**src/rtl/assert_macros.svh**
```systemverilog
// assertion helpers used by signed_tetra_volume_unit
`ifndef ASSERT_MACROS_SVH
`define ASSERT_MACROS_SVH

// concurrent check on the rising clock, quiet while reset is applied
`define STV_ASSERT(lbl, prop, msg) \
	lbl: assert property (@(posedge clk) disable iff (!arst_n) prop) else $error(msg);

// same check, but also evaluated while reset is applied
`define STV_ASSERT_ALWAYS(lbl, prop, msg) \
	lbl: assert property (@(posedge clk) prop) else $error(msg);

`endif

```
**src/rtl/stv_pkg.sv**
```systemverilog
`timescale 1ns / 1ps
// ----------------------------------------------------------------------------
// stv_pkg
// Shared widths and defaults of the signed tetrahedron volume pipeline.
// ----------------------------------------------------------------------------
package stv_pkg;

	localparam int IN_W            = 16;
	localparam int OUT_W           = 52;
	localparam int NUM_COORDS      = 12;
	localparam int NUM_DIFFS       = 9;
	localparam int NUM_PRODS       = 6;
	localparam int NUM_MINORS      = 3;
	localparam int COORD_BITS_DEF  = 16;

endpackage

```
**src/rtl/stv_diff.sv**
```systemverilog
`timescale 1ns / 1ps
// ----------------------------------------------------------------------------
// stv_diff
// Stage 1: sign-extends the coordinates and forms a-d, b-d, c-d.
// ----------------------------------------------------------------------------
module stv_diff #(
	parameter int COORD_BITS = stv_pkg::COORD_BITS_DEF,
	localparam int D_W = COORD_BITS + 1
) (
	input  logic                        clk,
	input  logic                        arst_n,
	input  logic                        valid_i,
	output logic                        ready_o,
	input  logic [stv_pkg::IN_W-1:0]    coord [stv_pkg::NUM_COORDS],
	output logic                        valid_o,
	input  logic                        ready_i,
	output logic signed [D_W-1:0]       diff_s1 [stv_pkg::NUM_DIFFS]
);

	logic valid_s1;
	logic signed [D_W-1:0] ext [stv_pkg::NUM_COORDS];

	assign ready_o = !valid_s1 || ready_i;
	assign valid_o = valid_s1;

	// only the low COORD_BITS bits of a field count
	always_comb begin
		for (int i = 0; i < stv_pkg::NUM_COORDS; i++) begin
			ext[i] = $signed({coord[i][COORD_BITS-1], coord[i][COORD_BITS-1:0]});
		end
	end

	always_ff @(posedge clk or negedge arst_n) begin
		if (!arst_n) begin
			valid_s1 <= 1'b0;
		end else if (ready_o) begin
			valid_s1 <= valid_i;
		end
	end

	// point d sits in coords 9..11
	always_ff @(posedge clk) begin
		if (ready_o && valid_i) begin
			for (int i = 0; i < stv_pkg::NUM_DIFFS; i++) begin
				diff_s1[i] <= ext[i] - ext[stv_pkg::NUM_DIFFS + (i % 3)];
			end
		end
	end

endmodule

```
**config.mk**
```make
export PLATFORM = sky130hd
export DESIGN_NAME = stv_diff
export DESIGN_NICKNAME = d
export VERILOG_FILES = /design/src/rtl/assert_macros.svh /design/src/rtl/stv_pkg.sv /design/src/rtl/stv_diff.sv
export SDC_FILE = /design/constraint.sdc
export NUM_CORES = 1
export LEC_CHECK = 0
export BUFFER_PORTS_ARGS = -buffer_cell sky130_fd_sc_hd__buf_2
export CAP_MARGIN = 0
export CELL_PAD_IN_SITES_DETAIL_PLACEMENT = 0
export CELL_PAD_IN_SITES_GLOBAL_PLACEMENT = 2
export CORE_ASPECT_RATIO = 0.5
export CORE_MARGIN = 10
export CORE_UTILIZATION = 35
export DETAILED_ROUTE_END_ITERATION = 8
export PLACE_DENSITY_LB_ADDON = 0.12
export SYNTH_ARGS = -nofsm -noshare
export SYNTH_HDL_FRONTEND = slang
export SYNTH_SLANG_ARGS = --single-unit
```
**constraint.sdc**
```tcl
create_clock -name clk -period 13 [get_ports clk]
set_clock_uncertainty 0.2 [all_clocks]
set_input_delay 1.3 -clock clk [delete_from_list [all_inputs] [get_ports clk]]
set_output_delay 1.3 -clock clk [all_outputs]
set_load 0.01 [all_outputs]
```
After elaboration in Yosys (flattened, before gate mapping)
Index checks and enable logic that the tools add are counted.

Register bits after elaboration: 154. Latch bits: 0. Bits in writable memories: 0. Bits in read-only memories: 0. Input bits: 196. Output and inout bits: 155. Logic and storage cells: 22. Memories: 0.

Add/subtract/negate cells: 9. $mul: 0. Div/mod/pow operators: 0. Order comparisons: 0. Equal/unequal tests: 0. Shifts and indexed selects: 0. Multiplexer cells: 0. Bitwise logic cells: 0. Reductions and logical operators: 3.

Operators with widths (number): subtractor 16 x 16 -> 17 bit (9); logical AND 1 bit (1); zero test 1 bit (1); logical OR 1 bit (1).

Longest topological paths before layout
Gate-level depths: netlist of run 1.

Depth after elaboration: 3. Gate-level depth with buffers: 10. Depth with buffers taken out: 10.

Worst setup path after synthesis of run 1
No wires, ideal clock.

Path type: input to register. From: in ready_i. To: reg diff_s1[0] in the netlist's numbering (enable). Library setup time: 0.532 ns. Data arrival time: 5.022 ns. Data required time: 12.268 ns. Path slack: 7.246 ns. Cell stages on the path: 2. Path buffers: 0. Cells stage by stage: nand2b_1 and2_1.

Cells in the longest elaborated chain, start to end: 2.

Ends and longest elaborated chain: from (decl) (RTL line stv_diff.sv:16) `input logic ready_i,`; logical OR 1 bit (RTL line stv_diff.sv:23) `assign ready_o = !valid_s1 || ready_i;`; logical AND 1 bit (RTL line stv_diff.sv:43) `if (ready_o && valid_i) begin`; to (signal, indexed assignment) (RTL line stv_diff.sv:45) `diff_s1[i] <= ext[i] - ext[stv_pkg::NUM_DIFFS + (i % 3)];`; to (decl) (RTL line stv_diff.sv:17) `output logic signed [D_W-1:0] diff_s1 [stv_pkg::NUM_DIFFS]`.

No other way between the ends. A chain may end at the register's enable or synchronous reset.

Worst setup path after layout of run 1
From: in coord[17] in the netlist's numbering. To: reg diff_s1[83] in the netlist's numbering, data pin.

Cells in the longest elaborated chain, start to end: 1.

Ends and longest elaborated chain: from (decl) (RTL line stv_diff.sv:14) `input logic [stv_pkg::IN_W-1:0] coord [stv_pkg::NUM_COORDS],`; subtractor 16 x 16 -> 17 bit (RTL line stv_diff.sv:45).

No other way between the ends.

==> results of run 1 <==
[registers in the layout, summed over array words and instances, names as in the netlist]
| name | flops |
|---|---|
| diff_s1 | 153 |
| valid_o | 1 |
[logic make-up after synthesis]
logic type	Yosys count
buffers and inverters	134
XOR/XNOR	97
AND/OR/NAND/NOR	292
AO/OA/AOI/OAI	315
adder cells (fa/ha/maj)	153
flip-flops	154
multiplexers	2
[tightest hold or removal path: cells and delay by family (launching register included)]
family,cells,cell delay (ns)
and+or+nand+nor,2,0.16
DFF,1,0.34
[placed cells by master (no fill, tap or decap), types with 7 or more instances in the layout]
cell,instances
xor2_1,21
inv_1,118
a31oi_1,17
nor2_1,68
a211oi_1,12
o211ai_1,10
and2_1,7
edfxtp_1,153
fa_1,9
nor2b_1,27
o21ai_0,55
or3_1,7
clkbuf_16,17
a21oi_1,79
and3_1,15
nand4_1,14
ha_1,144
nand2_1,48
xnor2_1,76
a21o_1,32
o31a_1,10
buf_2,350
nand3_1,16
a31o_2,7
nand2b_1,25
o21a_1,29
nor3_1,34
[layer usage]
metal | part of all wire | wire [um]
met1 | 0.38 | 13400
met2 | 0.57 | 20200
met3 | 0.036 | 1290
met4 | 0.014 | 513
met5 | 0.00020 | 7
[how the worst max path moves through the flow]
| stage | end | slack (ns) | cells after the start |
|---|---|---|---|
| after global placement | diff_s1[16] | 9.07 | 10 |
| after detailed placement | diff_s1[16] | 9.03 | 10 |
| after global routing | diff_s1[61] | 9.31 | 10 |
| final | diff_s1[83] | 9.47 | 10 |
| after floorplan | diff_s1[0] | 7.25 | 2 |
| after CTS | diff_s1[83] | 9.51 | 10 |
[per-stage QoR]
stage | instance area (um^2) | utilization | worst slack (ns)
after CTS | 14400 | 0.439 | 9.51
after detailed placement | 13900 | 0.422 | 9.03
after global placement | 13900 | 0.422 | 9.07
final | 14400 | 0.439 | 9.47
after floorplan | 11600 | - | 7.25
after global routing | 14400 | 0.439 | 9.31
[where the power goes]
part | switching (uW) | total (uW) | internal, uW
Sequential | 14.9 | 642 | 627
Clock | 211 | 507 | 295
Combinational | 276 | 487 | 211
[cell type report]
type	instances	area, um^2
sequential	154	4620
tap	441	552
antenna	4	10.0
clock buffer	18	429
inverter	118	443
fill	3231	18400
clock inverter	10	130
timing repair buffer	352	1770
multi-input combinational	859	6480
==> reports/results.ini, run 1 <==
[outcome]
status = completed

[power]
leakagePower_uw = 0.00654
p_total_uw = 1640
ir_drop_mv = 0.0912
powerDensity_nw_per_um2 = 113

[place]
numPortBuffers = 350
gp_congestion = 0.849
hpwl_mm = 29.2
placed_cells = 1924

[job]
drv_cap = 0

[sta]
fin_crit_sh = 0.271
slew_headroom = 0.394
finalCriticalPeriod_ns = 3.53
setup_viol = 0
rsz0062_at_grt = no
max_freq_ghz = 0.283
fin_tns_setup_ns = 0
maxSlewViolCount = 0
hold_viol = 0
timing.hold.ws_ns = 0.337
worst_pin_slew_ns = 0.908

[setup_path]
rrSetupSlack_ns = 10.63
end_kind = flop
timing.rr.start = valid_o
r2r_end = diff_s1[109]
cp_max_fo = 4
ff2ff_path_depth = 3
cpMaxStageDelayCell = a311oi_1
critPathLaunch = coord[17]
criticalPathCategory = input port to flop
max_stage_delay_ns = 0.38
arrival_ns = 3.52
worstPathRequired_ns = 12.99
cp_top_family = compound AO/OA/AOI/OAI gates
critical_path.cell_chain = buf_2, inv_1, ha_1, nor2b_1, o31a_1, o311ai_2, nand3_1, a311oi_1, o21bai_1, xor2_1
start_kind = input port
critical_path_buf_inv_count = 2

[hold_path]
min_path_type = flop to flop
worstHoldStart = valid_o
hold_end = valid_o
worst_hold_path.num_cells = 2

[drt]
via_count = 9825
postRouteAntennaNets = 0
first_iter_violations = 499
viasPerCell = 5.02
routed_wl_mm = 35.5
wire_per_inst_um = 18.1
first_pass_iters = 5
drc_errors = 0

[floorplan]
die_w_um = 277
die_h_um = 149
start_util = 0.353
dieArea_um2 = 41300
rows = 47
pin_count = 351
core_area_um2 = 32900

[global_routing]
antenna_found_initial = 5
grt_util_met2 = 0.342
use_met3 = 0.0403
grt_pass1_vias = 10253
use_met1 = 0.169
grt-busiest-layer = met2
grt_first_pass_wirelength_mm = 54.8
overflow = 0
grt_max_degree = 68
grt_use_total = 0.168

[cts]
postCtsSetupBuffers = 0
tritoncts = built
clk_latency_ns = 0.44
clock_path_buffers = 2
clk_pin_slew_ns = 0.06
cts_buffers = 17
h-tree-depth = 4
ctsHoldBuffers = 0
cts-root-buf = clkbuf_16
ctsResizeCount = 0
cts_sinks = 154

[layout]
fin_cells = 1956
area_delta_synth_final_pct = 24.4
drive_gt1_frac = 0.264
fin_nets = 1851

[logic_synthesis]
synth_commonest_cells = edfxtp_1, ha_1, inv_1
synthTopCellsByArea = edfxtp_1, ha_1, xnor2_1, inv_1, a21oi_1
syn-cell-area_um2 = 11600
yosysSeqAreaShare = 0.398
synth_seq_cells = 154
synth_top_family_by_area = compound AO/OA/AOI/OAI gates
muxShareOfSynthArea = 0.00183
synth_cell_type_count = 68
synthCells = 1147
synth_top_area_frac = 0.396
yosys_warnings = 0
yosys.area_share.simple = 0.131
synthXorXnorAreaFrac = 0.0732
syn_nets = 1496
post-synth-top-area-cell = edfxtp_1
syn_area_per_cell_um2 = 10.1
synthAdderAreaFrac = 0.171
synth_edf_count = 153
synth_ff_type = edfxtp_1
synth_async_sr_flop_share = 0.00649
yosysMostFrequentCell = edfxtp_1
synth_compound_area_frac = 0.182

Note: power is estimated with default switching activity, not from simulation.
==> inputs of run 2 (changes only) <==
--- a/config.mk
+++ b/config.mk
@@ -11,7 +11,7 @@
 export CELL_PAD_IN_SITES_GLOBAL_PLACEMENT = 2
 export CORE_ASPECT_RATIO = 0.5
 export CORE_MARGIN = 10
-export CORE_UTILIZATION = 35
+export CORE_UTILIZATION = 29
 export DETAILED_ROUTE_END_ITERATION = 8
 export PLACE_DENSITY_LB_ADDON = 0.12
 export SYNTH_ARGS = -nofsm -noshare
==> constraint.sdc (replaced) <==
create_clock -name clk -period 3.13 [get_ports clk]
set_clock_uncertainty 0.2 [all_clocks]
set_input_delay 0.313 -clock clk [delete_from_list [all_inputs] [get_ports clk]]
set_output_delay 0.313 -clock clk [all_outputs]
set_load 0.01 [all_outputs]
==> run 2 against run 1 <==
- critical path depth unchanged
- die area up 18%
- sequential cell count unchanged
- setup slack worse by 8.9 ns
- register-to-register slack worse by 9.5 ns
- hold slack worse by 0.24 ns
- count of clock-buffer cells in the layout up 5
- sequential power rose to 4.2 times the previous value
- total power rose to 4.3 times the previous value
- combinational power rose to 4.2 times the previous value
- sequential share of layout area down 0.66 points
- critical path type unchanged
- non-clock buffer count up 12
- largest power group unchanged
==> reports/results.ini, run 2 (synthesis results as in run 1) <==
[layout]
final_cell_mix = buf_2, edfxtp_1, ha_1
area_delta_synth_final_pct = 27.0
ff_latch_area_um2 = 4620
n_fill_cell = 4031
fin_nets = 1863
multi_input_area_um2 = 6480
final_common_cell = buf_2
largest_reg_flops = 153
fin_cells = 2060
top_register = diff_s1
drive_gt1_frac = 0.269
utilization = 0.376

[sta]
hold_viol = 0
fin_crit_sh = 0.808
timing.hold.ws_ns = 0.0953
max_freq_ghz = 0.395
worst_pin_slew_ns = 0.704
maxSlewViolCount = 0
finalCriticalPeriod_ns = 2.53
rsz0062_at_grt = no
slew_headroom = 0.531
setup_viol = 0
setup_ws_ns = 0.599
fin_tns_setup_ns = 0

[global_routing]
antenna_found_initial = 5
grt_first_pass_wirelength_mm = 56.4
overflow = 0
grt_max_degree = 42
grt_use_total = 0.149
grt_pass1_vias = 10343

[setup_path]
max_stage_delay_ns = 0.40
critical_path.cell_chain = buf_2, ha_1, fa_1, nand2b_1, a21oi_1, o211ai_1, a31oi_1, o21ai_0, a211oi_1, o22ai_1
arrival_ns = 2.53
cp_top_family = compound AO/OA/AOI/OAI gates
criticalPathCategory = input port to flop
end_kind = flop
start_kind = input port
cpMaxStageDelayCell = fa_1
critical_path_buf_inv_count = 1
worstPathRequired_ns = 3.13
cp_max_fo = 3

[place]
place_ws_ns = 0.120
placed_cells = 2021
gp_congestion = 0.874
hpwl_mm = 31.1
numPortBuffers = 350

[power]
pwr-share-seq = 0.379
leakagePower_uw = 0.00665
p_clk_frac = 0.328
sw_frac_of_total = 0.306
net-switching-power_uw = 2150
powerDensity_nw_per_um2 = 477
internal_power_uw = 4880
ir_drop_mv = 0.377
p_comb_frac = 0.293

[cts]
tritoncts = built
clock_path_buffers = 2
cts-root-buf = clkbuf_16
clk_latency_ns = 0.44
clk_pin_slew_ns = 0.08
ctsResizeCount = 0
cts_sinks = 154
cts_buffers = 17
h-tree-depth = 4

[drt]
first_iter_violations = 454
wire_per_inst_um = 18.2
viasPerCell = 4.75
via_count = 9782
postRouteAntennaNets = 0
first_pass_iters = 4
routed_wl_mm = 37.5
drc_errors = 0

[floorplan]
pin_count = 351
die_w_um = 303
die_h_um = 161
dieArea_um2 = 48900
start_util = 0.296
rows = 51
core_area_um2 = 39200

[job]
drv_cap = 0

[hold_path]
min_path_type = input port to flop

[outcome]
status = completed

-- run 2: cell count changes in the layout (fill, tap and decap cells not counted), moves of 3 or more --
cell / delta
dlygate4sd3_1: +4
buf_12: +3
clkbuf_1: +3
buf_4: +5
-- run 2: power groups by stage --
| stage | logic, uW | clock network, uW | registers, uW |
|---|---|---|---|
| 2_1_floorplan | 1240 | 0 | 2830 |
| 3_5_place_dp | 2080 | 0 | 2720 |
| 6_report | 2060 | 2300 | 2670 |
| 3_3_place_gp | 2070 | 0 | 2720 |
| 5_1_grt | 2310 | 2460 | 2690 |
| 4_1_cts | 2090 | 2380 | 2670 |
-- run 2: path summary, 6_finish.rpt --
| path | slack (ns) | to | from | cells after the start |
|---|---|---|---|---|
| max | 0.60 | diff_s1[16] | coord[0] | 10 |
| min | 0.1 | diff_s1[34] | coord[80] | 4 |
| max reg2reg | 1.13 | diff_s1[28] | valid_o | 3 |
| min reg2reg | 0.88 | diff_s1[13] | valid_o | 2 |
| max in group asynchronous | 2.11 | valid_o | arst_n | 3 |
| min in group asynchronous | 0.51 | valid_o | arst_n | 3 |
-- run 2: cell type report --
class                           count  share of cell area
Multi-Input combinational cell    859               0.440
Sequential cell                   154               0.314
Clock inverter                      9              0.0100
Inverter                          118              0.0301
Tap cell                          530              0.0450
Antenna cell                        3            0.000510
Timing Repair Buffer              364               0.129
Clock buffer                       23              0.0318
-- run 2: routing by layer --
| layer | global-route usage | wire [um] | up-vias |
|---|---|---|---|
| met2 | 0.304 | 21800 | 137 |
| met1 | 0.146 | 13800 | 4607 |
| met4 | 0.0497 | 686 | 4 |
| met3 | 0.0294 | 1190 | 35 |
| met5 | 0 | 21 | - |
| li1 | - | - | 4999 |
-- run 2: repair_timing --
action                                 in CTS  in global routing
endpoints found under the hold margin       2                  0
hold buffers                                4                  0
setup buffers                               0                  0
-- run 2: worst register-to-register path, delay by kind of cell (launching register included) --
family	cells	cell delay, ns
and+or+nand+nor	2	0.74
buffers and inverters	1	0.37
DFF	1	0.39
-- run 2: stage by stage --
step	power (uW)	cell area [um^2]
after detailed placement	4800	14100
after global routing	7460	14700
after floorplan	4060	11600
after global placement	4790	14100
after CTS	7140	14700
final	7030	14700
